### config.mk
export PLATFORM = sky130hd
export DESIGN_NAME = crev_ram
export DESIGN_NICKNAME = d
export VERILOG_FILES = /design/src/crev_ram.sv
export SDC_FILE = /design/constraint.sdc
export NUM_CORES = 1
export LEC_CHECK = 0
export ABC_AREA = 1
export BUFFER_PORTS_ARGS = -buffer_cell sky130_fd_sc_hd__buf_2
export CAP_MARGIN = 25
export CORE_UTILIZATION = 55
export CTS_CLUSTER_DIAMETER = 120
export DETAILED_ROUTE_END_ITERATION = 8
export GPL_ROUTABILITY_DRIVEN = 1
export PLACE_DENSITY_LB_ADDON = 0.12
export SLEW_MARGIN = 20
export SYNTH_ARGS = -nofsm -noshare
export SYNTH_HDL_FRONTEND = slang
export SYNTH_SLANG_ARGS = --single-unit
export TNS_END_PERCENT = 30
### constraint.sdc
create_clock -name clk -period 3.1 [get_ports clk]
set_clock_uncertainty 0.05 [all_clocks]
set_input_delay 0.465 -clock clk [delete_from_list [all_inputs] [get_ports clk]]
set_output_delay 0.465 -clock clk [all_outputs]
set_load 0.005 [all_outputs]
### src/crev_ram.sv
// ----------------------------------------------------------------------------
// crev_ram: generic single-write, single-read memory
// One write port and one read port with registered read data.
// ----------------------------------------------------------------------------
module crev_ram #(
	parameter int WIDTH = 48,
	parameter int DEPTH = 8
) (
	input  logic                                   clk,
	input  logic                                   we,
	input  logic [(DEPTH > 1 ? $clog2(DEPTH) : 1)-1:0] waddr,
	input  logic [WIDTH-1:0]                       wdata,
	input  logic                                   re,
	input  logic [(DEPTH > 1 ? $clog2(DEPTH) : 1)-1:0] raddr,
	output logic [WIDTH-1:0]                       rdata
);

	logic [WIDTH-1:0] mem [DEPTH];

	always_ff @(posedge clk) begin
		if (we)
			mem[waddr] <= wdata;
		if (re)
			rdata <= mem[raddr];
	end

endmodule

# After elaboration in Yosys (flattened, before gate mapping)
# Memories as Yosys holds them, arrays and structs flattened. A register that Yosys moved wholly into a read port is not among the register bits.
# Cells that the tools add are included.
dict set report op_classes {
  mux 2
  n_lt_le_gt_ge 0
  n_bitwise 0
  div 0
  n_addsub 0
  n_mul 0
  shift 0
  reduce_logical 0
  eq_ne 0
}
# operator n
set ops {}
lappend ops {{1-bit two-way mux} 2}
dict set report word_totals {
  latchBits 0
  ram_bits 384
  romBits 0
  mem_count 1
  word_cells 3
  regBits 0
}
# name words width rd rd_clocked_by_memory_dff wr line_no
set mem_list {}
lappend mem_list {mem 8 48 1 1 1 18} ;# logic [WIDTH-1:0] mem [DEPTH];

# Depth between registers and ports, before layout
dict set report logic_depth {
  depth_word 2
  ltp_mapped 8
  ltp_nobuf 6
}

# Least setup slack after synthesis
# Ideal clock, no wire load.
dict set report synth_timing {
  kind {input-to-reg}
  start {input waddr[0] in the netlist's numbering}
  end {memory mem[0][0] (enable)}
  required_ns 2.596
  setup_ns 0.454
  slack_ns -0.026
  arrival_time_ns 2.622
  path_stages 3
  n_path_buf 0
  path_cell_list {inv_1 -> nand2_1 -> nor2_1}
}
# element line_no
set synth_rtl {}
lappend synth_rtl {{from (decl)} 11} ;# input logic [(DEPTH > 1 ? $clog2(DEPTH) : 1)-1:0] waddr,
lappend synth_rtl {{to (decl)} 18}
# No word-level cell before the write port.

# Worst setup path in the final report
dict set report layout_timing {
  start {register rdata[0] (read register of mem)}
  end {output rdata[0]}
}
# element line_no
set layout_rtl {}
lappend layout_rtl {{from (decl)} 15} ;# output logic [WIDTH-1:0] rdata
# No word-level cell between the ends.

==> metrics.txt <==
first drt pass iteration count=5; DR DRC count=0; post-synthesis simple-gate area fraction=0.185; Worst setup SP type=flip-flop; drt wl/cell=16.2 um; syn_area_per_cell=10.5 um^2; MaxCap Viol Count=0; crit-path max cell delay=450 ps; Vias/cell=4.92; Seq/Total Area, Yosys=0.715; Final Hold Vio Count=0; fmax=598 MHz; wirelength, routed=37.3 mm; CTS tree=yes; slowest CP cell=edfxtp_1; post-synth top area share=0.715; Worst VDD drop=508 uV; Post-CTS Setup Bufs=0; gr ovfl total=0; DRT antenna net count=0; Die ar.=0.0337 mm^2; clock slew seen by the registers of the worst setup and hold paths=60 ps; DP Cell Count=2,223; Syn Std Cell Area=0.0182 mm^2; largest net degree at the start of global routing=85; worst skew pair latency=540 ps; Hold WC Path Type=input port to flip-flop; nets=1,885; vias in the first global route=10.5k; # IOs=105; flop and latch count out of synthesis=432; largest family of logic cells by synthesized area=simple AND/OR/NAND/NOR gates; RSZ-0062 raised after global routing=no; CP Cell Sequence=buf_2; CTS Hold Bufs=0; vias=11.3k; first-pass GRT wire length=57.9 mm; Power Dens Cells=613 mW/mm^2; compound-gate portion of the synthesized area=0; crit path DAT=1160 ps; synth top area cells=edfxtp_1, nand2_1, inv_1, nand3_1, buf_2; Synth area leader=edfxtp_1; clk buf depth=3; Final period util=0.539; fin cells=2,307; H-tree Lvls=2; Synth cell types=10; Leak=9.42 nW; Syn Nets=1,782; warnings from Yosys=0; Finished Core Util=0.637; Fin Setup TNS=0 ps; worst-path fanout max=1; Synth Instances=1,725; most frequent cells in the layout=nand2_1, edfxtp_1, inv_1; Worst-Margin Slew=815 ps; max-slew violations=0; Core ar.=0.0325 mm^2; Crit Path Class=flip-flop to primary output; row count=66; fin crit period=1670 ps; GRT Total Usage=0.227; family with the most delay on the worst path=flip-flops; Clock Tree Root=clkbuf_16; outcome=complete, no violations; hpwl dp=18.7 mm; initial antenna violation count=4; fraction of layout cells with a size suffix above 1=0.108; most common cell after layout, fill and taps aside=nand2_1; mux cell area share after synthesis=0; Setup crit end kind=primary output; Syn-to-layout area delta=14.3%; Post-Synth Adder-Cell Area=0; Starting Density=0.558; Die Span X=184 um; Setup-failing EPs final=0; 1st-iter DRT viols=707; Port Buf Inserts=104; clock sink count=432; post-CTS sizing=0; die height=184 um; Final GP Congestion=0.747; Req. time, crit path=2580 ps; Synth Area in XOR/XNOR=0; CTS Buf Count=45; relative max-transition margin=0.457; CP bufs+invs=1
## power breakdown
group | total, mW | internal [mW] | switching, mW
Sequential | 6.73 | 6.67 | 0.0537
Clock | 5.20 | 3.08 | 2.11
Combinational | 0.788 | 0.247 | 0.541
## path summary, 6_finish.rpt
check	endpoint	slack, ps	startpoint	cells after the start
max	rdata[0]	1430	rdata[0]	1
min	mem[3][22]	140	wdata[22]	1
max reg2reg	rdata[10]	2040	mem[2][10]	6
min reg2reg	rdata[36]	660	mem[0][36]	6
## kinds of logic after synthesis
kind of cell,count (synthesis)
DFF,432
and+or+nand+nor,830
buffers and inverters,463
## per-layer routing
metal  global-route usage  part of all wire  vias up
li1                     -                 -     5604
met1                0.287              0.42     5356
met2                0.402              0.50      311
met3               0.0372             0.058       71
met4               0.0677             0.024        2
met5                    0           0.00021        -
## synth_stat cells
cell / number
nand3_1: 192
nor2_1: 8
inv_2: 2
buf_4: 6
clkbuf_1: 11
nand2_1: 630
edfxtp_1: 432
inv_1: 388
buf_1: 6
buf_2: 50
## sequential cells by signal (all words and copies together), names as in the netlist
| name | count |
|---|---|
| mem | 384 |
| rdata | 48 |
## final cells by class
| cell class | count | area, um^2 |
|---|---|---|
| Tap cell | 442 | 553 |
| Fill cell | 2586 | 11800 |
| Clock inverter | 27 | 223 |
| Sequential cell | 432 | 13000 |
| Antenna cell | 2 | 5.00 |
| Inverter | 390 | 1470 |
| Timing Repair Buffer | 129 | 892 |
| Clock buffer | 55 | 1210 |
| Multi-Input combinational cell | 830 | 3420 |
## per-stage QoR
| stage | hold slack [ps] | instance area [um^2] | power [mW] | worst slack [ps] |
|---|---|---|---|---|
| after detailed placement | 640 | 19300 | 7.64 | 918 |
| after floorplan | 514 | 18200 | 7.30 | -26.1 |
| after CTS | 117 | 20700 | 12.8 | 1430 |
| after global placement | 633 | 19300 | 7.62 | 907 |
| final | 136 | 20700 | 12.7 | 1430 |
| after global routing | 128 | 20700 | 13.2 | 1310 |
(Power assumes the default switching activity.)
