==> src/crev_pkg.sv <==
// ----------------------------------------------------------------------------
// crev_pkg: shared types and constants of the color ramp evaluator
// Field widths, mode and register codes, and the quarter-wave sine table.
// ----------------------------------------------------------------------------
package crev_pkg;

	localparam int CHAN_W     = 16;
	localparam int POS_W      = 16;
	localparam int U_W        = 16;
	localparam int UF_W       = 17;
	localparam int SINE_DEPTH = 256;

	localparam logic [UF_W-1:0] Q16_ONE = 17'h10000;
	localparam logic [63:0] HALF_PI_Q30 = 64'd1686629713;

	// register indexes
	localparam logic REG_POINT_COUNT = 1'b0;
	localparam logic REG_INTERP_MODE = 1'b1;

	// shaping modes
	localparam logic [2:0] MODE_NONE      = 3'd0;
	localparam logic [2:0] MODE_LINEAR    = 3'd1;
	localparam logic [2:0] MODE_EASE_UP   = 3'd2;
	localparam logic [2:0] MODE_EASE_DOWN = 3'd3;
	localparam logic [2:0] MODE_SMOOTH    = 3'd4;
	localparam logic [2:0] MODE_BUMP      = 3'd5;
	localparam logic [2:0] MODE_SPIKE     = 3'd6;

	typedef struct packed {
		logic [CHAN_W-1:0] r;
		logic [CHAN_W-1:0] g;
		logic [CHAN_W-1:0] b;
	} rgb_t;

	typedef struct packed {
		logic zero;
		logic up;
	} shape_ctl_t;

	typedef struct packed {
		shape_ctl_t ctl;
		rgb_t       c0;
		rgb_t       c1;
	} div_side_t;

	typedef logic [UF_W-1:0] sine_tab_t [0:SINE_DEPTH];

	// odd-power series divisors (2n)(2n+1)
	localparam logic [63:0] SERIES_DIV [0:6] = '{64'd6, 64'd20, 64'd42, 64'd72,
		64'd110, 64'd156, 64'd210};

	// taylor series to x^15 in q1.30, rounded half up to q1.16
	function automatic sine_tab_t build_sine();
		sine_tab_t   tab;
		logic [63:0] x;
		logic [63:0] x2;
		logic [63:0] term;
		logic [63:0] sum;
		logic [63:0] v;
		for (int k = 0; k <= SINE_DEPTH; k++) begin
			x    = (HALF_PI_Q30 * 64'(k)) / SINE_DEPTH;
			x2   = (x * x) >> 30;
			term = x;
			sum  = x;
			for (int n = 1; n <= 7; n++) begin
				term = ((term * x2) >> 30) / SERIES_DIV[n-1];
				if (n % 2 == 1)
					sum = (sum >= term) ? sum - term : 64'd0;
				else
					sum = sum + term;
			end
			v = (sum + 64'd8192) >> 14;
			tab[k] = (v > 64'(Q16_ONE)) ? Q16_ONE : v[UF_W-1:0];
		end
		return tab;
	endfunction

	localparam sine_tab_t SINE_TAB = build_sine();

endpackage

==> src/crev_mix.sv <==
// ----------------------------------------------------------------------------
// crev_mix: color mixer
// Blends the bracketing colors per channel by the shaped factor.
// ----------------------------------------------------------------------------
module crev_mix import crev_pkg::*; (
	input  logic            clk,
	input  logic            arst_n,
	input  logic            en,
	input  logic            in_v,
	input  logic [UF_W-1:0] uf,
	input  rgb_t            c0,
	input  rgb_t            c1,
	output logic            out_v,
	output rgb_t            rgb
);

	logic              v_s1, v_s2;
	logic [32:0]       pa_s1 [3];
	logic [32:0]       pb_s1 [3];
	logic [CHAN_W-1:0] ch0 [3];
	logic [CHAN_W-1:0] ch1 [3];
	logic [UF_W-1:0]   uinv;
	logic [33:0]       sum [3];

	always_comb begin
		ch0[0] = c0.r;
		ch0[1] = c0.g;
		ch0[2] = c0.b;
		ch1[0] = c1.r;
		ch1[1] = c1.g;
		ch1[2] = c1.b;
		uinv   = Q16_ONE - uf;
		for (int c = 0; c < 3; c++)
			sum[c] = {1'b0, pa_s1[c]} + {1'b0, pb_s1[c]};
	end

	always_ff @(posedge clk or negedge arst_n) begin
		if (!arst_n) begin
			v_s1 <= 1'b0;
			v_s2 <= 1'b0;
		end else if (en) begin
			v_s1 <= in_v;
			v_s2 <= v_s1;
		end
	end

	always_ff @(posedge clk) begin
		if (en) begin
			for (int c = 0; c < 3; c++) begin
				pa_s1[c] <= ch0[c] * uinv;
				pb_s1[c] <= ch1[c] * uf;
			end
			rgb.r <= sum[0][31:16];
			rgb.g <= sum[1][31:16];
			rgb.b <= sum[2][31:16];
		end
	end

	assign out_v = v_s2;

endmodule

==> config.mk <==
export PLATFORM = sky130hd
export DESIGN_NAME = crev_mix
export DESIGN_NICKNAME = d
export VERILOG_FILES = /design/src/crev_pkg.sv /design/src/crev_mix.sv
export SDC_FILE = /design/constraint.sdc
export NUM_CORES = 2
export LEC_CHECK = 0
export ABC_AREA = 1
export BUFFER_PORTS_ARGS = -buffer_cell sky130_fd_sc_hd__buf_2
export CORE_UTILIZATION = 50
export CTS_CLUSTER_DIAMETER = 50
export DETAILED_ROUTE_END_ITERATION = 10
export PLACE_DENSITY = 0.66
export SLEW_MARGIN = 20
export SYNTH_ARGS = -nofsm -noshare
export SYNTH_HDL_FRONTEND = slang
export SYNTH_SLANG_ARGS = --single-unit
==> constraint.sdc <==
create_clock -name clk -period 2.65 [get_ports clk]
set_clock_uncertainty 0.2 [all_clocks]
set_input_delay 0.3975 -clock clk [delete_from_list [all_inputs] [get_ports clk]]
set_output_delay 0.3975 -clock clk [all_outputs]
set_load 0.01 [all_outputs]
Word-level counts from Yosys, hierarchy flattened
Memory sizes are Yosys's and may differ from the RTL's.
Cells that the tools add are included.
Widths: inputs -> output; s select.
{ "totals": {"register_bits": 50, "latchBits": 0, "ram_bits": 198, "romBits": 0, "wordCells": 19, "memories": 2} }
{ "mem_list": {"columns": ["name", "depth", "width", "read_ports", "rd_clocked_by_memory_dff", "write_ports", "line", "rtl"], "rows": [
  ["pa_s1", 3, 33, 3, 0, 3, "crev_mix.sv:18", "logic [32:0] pa_s1 [3];"],
  ["pb_s1", 3, 33, 3, 0, 3, "crev_mix.sv:19", "logic [32:0] pb_s1 [3];"]
]} }
{ "op_classes": {"add_sub_neg": 4, "multipliers": 6, "div": 0, "magnitude_cmp": 0, "n_eq_ne": 0, "n_shift": 0, "mux": 2, "bitwise_logic": 0, "n_reduce_logical": 0} }
{ "ops": {"columns": ["operator", "n"], "rows": [
  ["$mul 16x17->33", 6],
  ["$add 32x32->32", 3],
  ["$sub 17x17->17 const A", 1],
  ["$mux 1", 2]
]} }

Longest topological paths before layout
{ "depth": {"depth_word": 2, "mapped_depth": 35} }

Worst setup path before layout
No wires, ideal clock.
{ "synth_path": {"path_type": "input to register", "startpoint": "input port uf[0]", "endpoint": "memory pa_s1[2][23] (netlist: pa_s1[0][89]), data pin", "arrival_time_ns": 5.923, "required_ns": 2.198, "setup_slack_ns": -3.726, "cell_stages": 30, "path_buffers": 2, "path_cell_list": "buf_6 > clkinv_2 > ha_1 > nand2_1 > nor2_4 > nand4_1 > o21ai_1 > nand2_1 > clkinv_2 > buf_4 > nand2_1 > fa_1 > fa_1 > fa_1 > inv_1 > fa_1 > fa_1 > inv_1 > fa_1 > inv_1 > ha_1 > nand2_1 > nor2_1 > inv_1 > nor3_1 > nand2_1 > nand2_1 > nand2_1 > nand3_1 > nand2_1"} }
{ "synth_rtl": {"columns": ["element", "line", "rtl"], "rows": [
  ["start, declared", "crev_mix.sv:10", "input logic [UF_W-1:0] uf,"],
  ["end, declared", "crev_mix.sv:18", null]
]} }

==> flow_summary.json <==
{
  "async_reset_ff_share_pct": 0.826,
  "r2r_setup_slack_ps": 110,
  "finalNonFillerCells": 12216,
  "port_buffers": 165,
  "die_h_um": 377,
  "grt_antenna_before_repair": 36,
  "finalWirelength_um": 225000,
  "synth_top_area_cell": "fa_1",
  "yosys_warnings": 0,
  "grt_pass1_vias": 65691,
  "setup_ws_ps": -3330,
  "critPathMaxStageDelay_ps": 610,
  "cap_violations": 0,
  "post_dp_cell_area_um2": 81100,
  "final_hold_viol_count": 0,
  "yosysSeqAreaShare_pct": 10.3,
  "drive_gt1_share_pct": 19.2,
  "worstHoldStart": "en",
  "min_period_ps": 5980,
  "place_ws_ps": -4100,
  "clk_latency_ps": 610,
  "placed_cells": 12029,
  "grt_max_degree": 54,
  "fin_crit_sh_pct": 226,
  "rows": 137,
  "fin_nets": 12349,
  "cts.path.max_buffers": 3,
  "grt_pass1_wl_um": 354000,
  "route.detailed.drc": 0,
  "clockRootBuffer": "clkbuf_16",
  "die_area_um2": 142000,
  "hold_depth": 1,
  "avgSynthCellArea_um2": 7.50,
  "hold_path.class": "in2reg",
  "area_growth_syn_to_layout_pct": 23.8,
  "post_drt_wl_per_cell_um": 18.4,
  "place.gp.congestion": 0.972,
  "syn-num-nets": 11416,
  "outcome": "finished with violations",
  "cts.sinks": 242,
  "ios": 166,
  "violations": "negative setup slack",
  "ant_nets": 0,
  "final_area_um2": 86900,
  "crit_slowest_cell": "fa_1",
  "register_area_um2": 7260,
  "vias": 62287,
  "synth_flop_cell": "edfxtp_1",
  "critPathArrivalTime_ps": 6130,
  "multi_input_area_um2": 56000,
  "drt_iter0_drc": 4197,
  "vias_per_cell": 5.10,
  "path_class": "in2reg",
  "cp-start-kind": "primary input",
  "h-tree-depth": 2,
  "fp.dieW_um": 377,
  "place_hpwl_um": 189000,
  "core_um2": 139000,
  "synth_area_um2": 70200,
  "cts_tree": "done",
  "cts_buffers": 44,
  "worst_pin_slew_ps": 705,
  "synth_top_area_share_pct": 35.4,
  "r2r_cells": 9,
  "clk_pin_slew_ps": 60,
  "whs_endpoint": "pb_s1[0][88]$_DFFE_PP_",
  "initial_utilization_pct": 50.4,
  "synth-edff-count": 240,
  "yosys.cell_types.count": 43,
  "first_pass_iters": 8,
  "relSlewSlack_pct": 53.0,
  "end_kind": "flip-flop",
  "cpMostUsedCell": "fa_1",
  "path_max_fanout": 7,
  "fmax_ghz": 0.167,
  "grt-ovfl-total": 0,
  "ys_ff_latch": 242,
  "grt_setup_unrepaired": "yes",
  "drv_slew": 0,
  "regToRegStartpoint": "pa_s1[0][52]$_DFFE_PP_",
  "finalSetupViolCount": 172,
  "fillers": 12324,
  "required_ps": 2800,
  "syn_inst": 9360,
  "gr-usage-all-layers_pct": 32.3,
  "r2r_end": "rgb[28]$_DFFE_PP_",
  "ys_top_cells_by_area": "fa_1 35%, nand2_1 14%, inv_1 13%"
}
## flip-flops by register name, summed over array words and instances (netlist names)
signal,cells
pb_s1,96
v_s1,1
pa_s1,96
out_v,1
rgb,48
## cell type report
class / instances / share of cell area, %
Sequential cell: 242 / 8.35
Antenna cell: 12 / 0.0346
Timing Repair Buffer: 1220 / 12.1
Inverter: 2447 / 10.6
Multi-Input combinational cell: 6338 / 64.4
Clock buffer: 45 / 1.27
Tap cell: 1876 / 2.70
Clock inverter: 36 / 0.481
## cells by family (layout without fill, tap and decap cells)
family                     count (synthesis)  after routing  synth area share (%)
adders and majority gates               1939           1939                  47.8
xor gates and xnor gates                 119            119                  1.48
other                                      0             12                     0
and+or+nand+nor                         3800           3801                  21.6
AOI/OAI and AO/OA                        479            479                  3.64
buffers and inverters                   2781           3748                  15.1
DFF                                      242            242                  10.3
## what timing repair did
| item | CTS | global route |
|---|---|---|
| gates cloned | 7 | 2 |
| endpoints found under the setup margin | 172 | 172 |
| hold buffers | 3 | 0 |
| gates resized for setup | 446 | 381 |
| setup buffers | 48 | 39 |
| hold endpoints to repair | 3 | 0 |
| pin swaps | 235 | 208 |
## metrics by stage
| step | setup TNS [ps] | hold WS [ps] | utilization, % |
|---|---|---|---|
| after floorplan | -468720 | -98.1 | - |
| after global placement | -586820 | -17.7 | 58.2 |
| after detailed placement | -593150 | -15.2 | 58.2 |
| after CTS | -451240 | 5.83 | 61.1 |
| after global routing | -483410 | 16.8 | 62.3 |
| final | -453930 | 4.31 | 62.4 |
## synthesized netlist by cell type (2+ instances only)
master	instances
nand3_1	302
o21ai_0	147
nand2_2	3
nor2_1	662
nand3b_1	13
xnor2_1	32
nor3b_1	4
a21oi_1	270
o21bai_1	40
nand4_1	85
buf_6	7
clkinv_1	5
ha_1	697
nor2_2	21
dfrtp_1	2
buf_2	40
edfxtp_1	240
nand2_1	2628
a21o_1	11
nor2_4	5
inv_1	2436
xor2_1	87
a21boi_0	3
nor3_1	50
clkbuf_1	226
clkinv_2	2
o21ai_1	3
o21a_1	3
buf_1	52
inv_2	4
fa_1	1242
and2_1	4
nor4_1	16
buf_4	8
nand2_4	2
## placed cells by master (no fill, tap or decap), types with 62 or more instances in the layout
cell type and count:
fa_1 1196, a21oi_1 212, inv_1 2341, edfxtp_1 240, buf_2 155, ha_1 624, nor2_2 62, xor2_1 80
nand3_1 249, buf_4 876, nand2_1 2478, nor2_4 63, o21ai_0 110, nand4_1 85, ha_4 70, buf_12 93
nand2_2 95, nor2_1 563, inv_2 89
## routing by layer
metal  vias to the layer above  wire length, µm  track usage, %
met3                       493            16400            5.26
met4                        28             9610            12.0
met5                         -              157               0
met2                      2092           106000            53.9
li1                      29387                -               -
met1                     30287            92900            42.1
## worst max path at each step
stage	from	end	slack [ps]	cells past startpoint
after global routing	uf[1]	pa_s1[0][64]$_DFFE_PP_	-3530	34
after CTS	uf[1]	pa_s1[0][27]$_DFFE_PP_	-3190	30
after detailed placement	uf[1]	pa_s1[0][55]$_DFFE_PP_	-4100	30
after floorplan	uf[4]	pa_s1[0][64]$_DFFE_PP_	-3470	30
after global placement	uf[1]	pa_s1[0][94]$_DFFE_PP_	-4050	27
final	uf[1]	pa_s1[0][60]$_DFFE_PP_	-3330	29
## critical path: cells and delay by family
| kind | cells | cell delay (ps) |
|---|---|---|
| adder cells (fa/ha/maj) | 7 | 3380 |
| AND/OR/NAND/NOR | 11 | 980 |
| buffers and inverters | 8 | 830 |
| AO/OA/AOI/OAI | 3 | 530 |
Power is left out: the tool's default activity adds up to more than one toggle a clock period on the data nets, which glitch-free logic cannot reach.
