File: src/crev_pkg.sv
// ----------------------------------------------------------------------------
// crev_pkg: shared types and constants of the color ramp evaluator
// Field widths, mode and register codes, and the quarter-wave sine table.
// ----------------------------------------------------------------------------
package crev_pkg;

	localparam int CHAN_W     = 16;
	localparam int POS_W      = 16;
	localparam int U_W        = 16;
	localparam int UF_W       = 17;
	localparam int SINE_DEPTH = 256;

	localparam logic [UF_W-1:0] Q16_ONE = 17'h10000;
	localparam logic [63:0] HALF_PI_Q30 = 64'd1686629713;

	// register indexes
	localparam logic REG_POINT_COUNT = 1'b0;
	localparam logic REG_INTERP_MODE = 1'b1;

	// shaping modes
	localparam logic [2:0] MODE_NONE      = 3'd0;
	localparam logic [2:0] MODE_LINEAR    = 3'd1;
	localparam logic [2:0] MODE_EASE_UP   = 3'd2;
	localparam logic [2:0] MODE_EASE_DOWN = 3'd3;
	localparam logic [2:0] MODE_SMOOTH    = 3'd4;
	localparam logic [2:0] MODE_BUMP      = 3'd5;
	localparam logic [2:0] MODE_SPIKE     = 3'd6;

	typedef struct packed {
		logic [CHAN_W-1:0] r;
		logic [CHAN_W-1:0] g;
		logic [CHAN_W-1:0] b;
	} rgb_t;

	typedef struct packed {
		logic zero;
		logic up;
	} shape_ctl_t;

	typedef struct packed {
		shape_ctl_t ctl;
		rgb_t       c0;
		rgb_t       c1;
	} div_side_t;

	typedef logic [UF_W-1:0] sine_tab_t [0:SINE_DEPTH];

	// odd-power series divisors (2n)(2n+1)
	localparam logic [63:0] SERIES_DIV [0:6] = '{64'd6, 64'd20, 64'd42, 64'd72,
		64'd110, 64'd156, 64'd210};

	// taylor series to x^15 in q1.30, rounded half up to q1.16
	function automatic sine_tab_t build_sine();
		sine_tab_t   tab;
		logic [63:0] x;
		logic [63:0] x2;
		logic [63:0] term;
		logic [63:0] sum;
		logic [63:0] v;
		for (int k = 0; k <= SINE_DEPTH; k++) begin
			x    = (HALF_PI_Q30 * 64'(k)) / SINE_DEPTH;
			x2   = (x * x) >> 30;
			term = x;
			sum  = x;
			for (int n = 1; n <= 7; n++) begin
				term = ((term * x2) >> 30) / SERIES_DIV[n-1];
				if (n % 2 == 1)
					sum = (sum >= term) ? sum - term : 64'd0;
				else
					sum = sum + term;
			end
			v = (sum + 64'd8192) >> 14;
			tab[k] = (v > 64'(Q16_ONE)) ? Q16_ONE : v[UF_W-1:0];
		end
		return tab;
	endfunction

	localparam sine_tab_t SINE_TAB = build_sine();

endpackage

File: src/crev_div.sv
// ----------------------------------------------------------------------------
// crev_div: pipelined restoring divider
// Fraction quotient (rem << 16) / den for rem < den, two bits per stage.
// ----------------------------------------------------------------------------
module crev_div import crev_pkg::*; #(
	parameter int SIDE_W = 98
) (
	input  logic              clk,
	input  logic              arst_n,
	input  logic              en,
	input  logic              in_v,
	input  logic [U_W-1:0]    rem_in,
	input  logic [U_W-1:0]    den_in,
	input  logic [SIDE_W-1:0] side_in,
	output logic              out_v,
	output logic [U_W-1:0]    quo_out,
	output logic [SIDE_W-1:0] side_out
);

	localparam int STAGES = U_W / 2;

	logic              v_s   [0:STAGES];
	logic [U_W-1:0]    rem_s [0:STAGES];
	logic [U_W-1:0]    den_s [0:STAGES];
	logic [U_W-1:0]    quo_s [0:STAGES];
	logic [SIDE_W-1:0] side_s[0:STAGES];

	assign v_s[0]    = in_v;
	assign rem_s[0]  = rem_in;
	assign den_s[0]  = den_in;
	assign quo_s[0]  = '0;
	assign side_s[0] = side_in;

	for (genvar k = 0; k < STAGES; k++) begin : g_stage
		logic [U_W:0]   r2a;
		logic [U_W:0]   r2b;
		logic [U_W-1:0] ra;
		logic [U_W-1:0] rb;
		logic           qa;
		logic           qb;

		always_comb begin
			r2a = {rem_s[k], 1'b0};
			qa  = (r2a >= {1'b0, den_s[k]});
			ra  = qa ? U_W'(r2a - {1'b0, den_s[k]}) : r2a[U_W-1:0];
			r2b = {ra, 1'b0};
			qb  = (r2b >= {1'b0, den_s[k]});
			rb  = qb ? U_W'(r2b - {1'b0, den_s[k]}) : r2b[U_W-1:0];
		end

		always_ff @(posedge clk or negedge arst_n) begin
			if (!arst_n) begin
				v_s[k+1] <= 1'b0;
			end else if (en) begin
				v_s[k+1] <= v_s[k];
			end
		end

		always_ff @(posedge clk) begin
			if (en) begin
				rem_s[k+1]  <= rb;
				den_s[k+1]  <= den_s[k];
				quo_s[k+1]  <= {quo_s[k][U_W-3:0], qa, qb};
				side_s[k+1] <= side_s[k];
			end
		end
	end

	assign out_v    = v_s[STAGES];
	assign quo_out  = quo_s[STAGES];
	assign side_out = side_s[STAGES];

endmodule

File: config.mk
export PLATFORM = sky130hd
export DESIGN_NAME = crev_div
export DESIGN_NICKNAME = d
export VERILOG_FILES = /design/src/crev_pkg.sv /design/src/crev_div.sv
export SDC_FILE = /design/constraint.sdc
export NUM_CORES = 1
export LEC_CHECK = 0
export BUFFER_PORTS_ARGS = -buffer_cell sky130_fd_sc_hd__buf_4
export CAP_MARGIN = 0
export CORE_MARGIN = 2
export CORE_UTILIZATION = 50
export DETAILED_ROUTE_END_ITERATION = 8
export PLACE_DENSITY = 0.78
export SYNTH_ARGS = -nofsm -noshare
export SYNTH_HDL_FRONTEND = slang
export SYNTH_SLANG_ARGS = --single-unit
File: constraint.sdc
create_clock -name clk -period 6.1 [get_ports clk]
set_clock_uncertainty 0.2 [all_clocks]
set_input_delay 0.61 -clock clk [delete_from_list [all_inputs] [get_ports clk]]
set_output_delay 0.61 -clock clk [all_outputs]
set_load 0.05 [all_outputs]
---- After elaboration in Yosys (flattened, before gate mapping) ----
Cells that the tools add are included.
storage, ports and cells
  memory bits (read-only) ................. 0
  memories kept ........................... 0
  output and inout bits ................... 115
  bits in writable memories ............... 0
  latch bits .............................. 0
  bits of input ports ..................... 134
  register bits ........................... 1,088
cells by class
  equality and inequality tests ........... 0
  shift operators ......................... 0
  divide/modulo/power cells ............... 0
  bitwise logic cells ..................... 0
  reductions and logical operators ........ 0
  multipliers ............................. 0
  order comparisons ....................... 16
  $add $sub $neg .......................... 15
  muxes and demuxes ....................... 15
operator list
  operator                                                        number
  17-bit by 16-bit greater-or-equal comparator with 1-bit output  16
  16-bit two-way mux                                              15
  16-bit subtractor                                               15

---- Logic depth before layout (Yosys ltp) ----
  word-level depth ........................ 4
  depth in mapped cells ................... 25
  depth with buffers taken out ............ 21

---- Worst setup path before layout ----
Ideal clock, no wire load.
  kind .................................... register to register
  from .................................... reg den_s[49] in the netlist's numbering
  to ...................................... reg rem_s, in the netlist g_stage[6].r2a[10], data pin
  cell stages (with the launch flop) ...... 26
  buffers on the path ..................... 4
  arrival ................................. 5.150 ns
  setup slack ............................. 0.489 ns
  data required time ...................... 5.640 ns
  setup time .............................. 0.260 ns
  period minus slack after synthesis ...... 5.611 ns
  cells stage by stage .................... edfxtp_1 -> inv_1 -> ha_1 -> nor2b_1 -> o31a_1 -> o221a_1 -> a41o_1 -> nor3_2 -> o31ai_1 -> a211o_1 -> buf_6 -> buf_2 -> mux2_2 -> inv_1 -> ha_1 -> a21o_1 -> a21oi_1 -> a31oi_1 -> or4_1 -> a31oi_1 -> nor2b_1 -> o21ai_0 -> o2111a_1 -> buf_4 -> buf_6 -> mux2_4
between the ends
  word-level cells in the longest chain between the ends .. 4
  elaborated cells between the ends (all ways) .. 6
  those cells by class .................... 2 x add/sub; 2 x order compare; 2 x mux
RTL lines
  item                                                                                                 RTL line                        source
  from (decl)                                                                                          crev_div.sv:24                  logic [U_W-1:0] den_s [0:STAGES];
  from (signal, indexed assignment)                                                                    crev_div.sv:62                  den_s[k+1] <= den_s[k];
  17-bit by 16-bit greater-or-equal comparator with 1-bit output (*)                                   crev_div.sv:44                  qa = (r2a >= {1'b0, den_s[k]});
  net g_stage[5].qa                                                                                    crev_div.sv:39                  logic qa;
  16-bit two-way mux (*)                                                                               crev_div.sv:45                  ra = qa ? U_W'(r2a - {1'b0, den_s[k]}) : r2a[U_W-1:0];
  16-bit subtractor or 17-bit by 16-bit greater-or-equal comparator with 1-bit output (tied branches)  crev_div.sv:48, crev_div.sv:47
  16-bit two-way mux (*)                                                                               crev_div.sv:48                  rb = qb ? U_W'(r2b - {1'b0, den_s[k]}) : r2b[U_W-1:0];
  net g_stage[5].rb[9]                                                                                 crev_div.sv:38                  logic [U_W-1:0] rb;
  to (signal, indexed assignment)                                                                      crev_div.sv:61                  rem_s[k+1] <= rb;
  to (decl)                                                                                            crev_div.sv:23                  logic [U_W-1:0] rem_s [0:STAGES];
Mark *: on every way through the listed nets, which the timed path passes. The rest lies on a longest branch.
A chain may end at the register's enable or synchronous reset.

---- Worst setup path in the final report ----
  from .................................... reg rem_s, in the netlist g_stage[5].r2a[1]
  to ...................................... reg rem_s, in the netlist g_stage[6].r2a[16], data pin
between the ends
  word-level cells in the longest chain between the ends .. 4
  elaborated cells between the ends (all ways) .. 6
  those cells by class .................... 2 x add/sub; 2 x order compare; 2 x mux
RTL lines
  item                                                                                                 RTL line
  16-bit subtractor or 17-bit by 16-bit greater-or-equal comparator with 1-bit output (tied branches)  crev_div.sv:45, crev_div.sv:44
  16-bit two-way mux (*)                                                                               crev_div.sv:45
  16-bit subtractor or 17-bit by 16-bit greater-or-equal comparator with 1-bit output (tied branches)  crev_div.sv:48, crev_div.sv:47
  16-bit two-way mux (*)                                                                               crev_div.sv:48
  net g_stage[5].rb[15]                                                                                crev_div.sv:38
Marked as above.

==> results.yml <==
floorplanning:
  core_um2: 93610
  dieArea_um2: 97370
  chipHeight_um: 312.0
  pin_count: 249
  fp-row-count: 112
  dieWidth_um: 312.0
  initial_core_util_pct: 50.68
clocking:
  clkLatencyLatePin_ns: 0.67
  clockRootBuffer: "clkbuf_16"
  cts_buffers: 106
  cts.clk_slew.worst_paths_ns: 0.06
  clock_sinks: 1088
  htreeDepth: 3
  clock_path_buffers: 3
  cts_tree: "yes"
synth:
  synth_common_cells: "edfxtp_1, ha_1, inv_1"
  syn_inst: 3139
  synthArstFlopShare_pct: 0.7353
  synth_edf_count: 1080
  yosys.area.top_type: "edfxtp_1"
  synth-compound-area-share_pct: 8.495
  synth_seq_cells: 1088
  synth-warning-count: 0
  syn_avg_cell_area_um2: 15.11
  syn_area_um2: 47440
  synth_xor_area_share_pct: 3.360
  synth_mux_area_share_pct: 3.697
  ys_types: 80
  synth_top_family_by_area: "compound AO/OA/AOI/OAI gates"
  ys.flop_type: "edfxtp_1"
  synth.most_common_cell: "edfxtp_1"
  yosysSeqAreaShare_pct: 68.78
  yosys-top-cells-area: "edfxtp_1, ha_1, mux2_2"
  synth-simple-area-share_pct: 5.201
  synthAdderAreaFrac_pct: 6.878
  synth.top_cell.area_share_pct: 68.36
  syn_nets: 3529
worst_setup_path:
  arrival_ns: 6.06
  crit_path_top_delay_cell: "or4_1"
  cp_data_required_time_ns: 6.31
  end_kind: "flip-flop"
  crit_buf_inv: 2
  crit_path_max_incr_delay_ns: 0.47
  worstSetupPathType: "reg2reg"
  crit_fanout: 16
  critPathTopFamily: "compound AO/OA/AOI/OAI gates"
  path_cells: "ha_1 -> nor2b_1 -> o31a_1 -> o221a_1 -> a41o_1 -> nor3_2 -> o31ai_1 -> a211o_2 -> buf_4 -> mux2_2 -> ha_1 -> and3_1 -> o21ai_1 -> a31oi_1 -> or4_1 -> a31oi_1 -> nor2b_1 -> o21ai_0 -> o2111a_2 -> buf_12 -> mux2_2"
  start_kind: "flip-flop"
drt:
  drtPass1Iterations: 5
  via_count: 25477
  wirelength_mm: 82.10
  viasPerCell: 5.228
  ant_nets: 0
  avgRoutedWirePerCell_um: 16.85
  drtIter0Drc: 1543
  drcViolationCount: 0
timing:
  final.period_utilization_pct: 95.87
  slew_headroom_pct: 38.92
  drv_slew: 0
  fmax_mhz: 171.0
  finalSetupTns_ns: 0
  hold_viol: 0
  worst_pin_slew_ns: 0.9162
  setup_viol: 0
  min_period_ns: 5.848
  rsz0062_at_grt: "no"
finish:
  multiInputGateArea_um2: 13140
  diodes: 0
  drive_gt1_share_pct: 17.71
  final_cells: 4873
  n_fill_cell: 7098
  synthToLayoutAreaGrowth_pct: 16.49
  regArea_um2: 32630
  layout.nets: 3918
place:
  dp_cells: 4552
  port_buffers: 248
  post-dp-hpwl_mm: 55.86
  globalplace.congestion: 0.9282
power:
  internal_power_uw: 20270
  p_seq_share_pct: 33.4
  peakVddDrop_mv: 0.3024
  clkPwrFrac_pct: 21.6
  powerDensity_nw_per_um2: 552.5
  p_comb_share_pct: 45.1
  p_leak_uw: 0.02100
  power.switching_uw: 10260
  p_sw_share_pct: 33.61
grt:
  overflow: 0
  grt_pass1_vias: 25473
  grt_max_degree: 172
  antenna_found_initial: 0
  grt_pass1_wl_mm: 129.5
  track_usage_pct: 16.54
run:
  maxCapViolations: 0
outcome:
  outcome: "finished clean"
min_path:
  hold_class: "in2async"
-- sequential cells by signal (all words and copies together) (netlist names) --
register     count
den_s          112
g_stage.r2a    112
out_v            1
quo_out         16
quo_s           56
side_out        98
side_s         686
v_s              7
-- logic make-up (layout without fill, tap and decap cells) --
family / Yosys count / after routing
flops: 1088 / 1088
xor+xnor: 182 / 182
compound gates: 614 / 614
simple gates: 518 / 518
fa+ha+maj: 256 / 256
buf+inv: 327 / 807
mux: 154 / 154
-- layout make-up --
type | instances | share of cell area, %
inverters | 178 | 1.209
clock buffers | 132 | 5.125
repair buffers | 430 | 6.629
well taps | 1254 | 2.839
clock inverters | 67 | 1.383
multi-input cells | 1724 | 23.77
flip-flops and latches | 1088 | 59.04
-- final timing paths --
check	end	startpoint	depth (start not counted)	slack, ns
min in group clk	side_s[639]	side_s[737]	0	0.21
hold reg to reg	side_s[639]	side_s[737]	0	0.21
hold / removal	v_s[6]	arst_n	2	0.09
max in group asynchronous	v_s[3]	arst_n	2	5.48
setup / recovery	g_stage[6].r2a[16]	g_stage[5].r2a[1]	21	0.25
setup reg to reg	g_stage[6].r2a[16]	g_stage[5].r2a[1]	21	0.25
-- power by group through the flow --
| stage | Clock (uW) | Combinational (uW) | Sequential [uW] |
|---|---|---|---|
| floorplan | 0 | 10600 | 10200 |
| global placement | 0 | 13200 | 10300 |
| detailed placement | 0 | 13400 | 10300 |
| CTS | 6780 | 13600 | 10200 |
| global route | 7060 | 15200 | 10300 |
| finish | 6580 | 13800 | 10200 |
-- metal layers --
layer / track usage (%) / part of all wire [%] / vias to the layer above
li1: - / - / 12577
met1: 19.50 / 41 / 12255
met2: 30.41 / 53 / 491
met3: 3.039 / 4.0 / 154
met4: 5.376 / 2.7 / 0
met5: 0 / 0 / -
-- cells in the final DEF (no fill, tap or decap), types with 116 or more instances in the layout --
cell type and count:
nand2_1 138, edfxtp_1 1080, mux2_2 126, o21ai_0 127, xnor2_1 127, nor2_1 150
dlygate4sd3_1 116, a21oi_1 175, buf_4 302, ha_1 248, inv_1 177
-- through the flow --
stage               power [uW]  worst slack, ns  instance area [um^2]  hold WS, ns  util (%)
finish                   30530           0.2519                 55270      0.09070     59.04
global route             32550         0.002890                 55270      0.05139     59.04
CTS                      30610           0.1581                 55220      0.04497     58.98
detailed placement       23780           0.2267                 50460       0.2045     53.90
global placement         23550           0.3107                 50460       0.2001     53.90
floorplan                20730           0.4894                 47440       0.1144         -
-- what timing repair did --
| action | CTS | global route |
|---|---|---|
| resized for setup | 0 | 4 |
| buffers inserted | 0 | 6 |
| endpoints found under the setup margin | 0 | 43 |
| hold buffers | 116 | 0 |
| hold endpoints to repair | 123 | 0 |
Power figures use the tool's default switching activity.
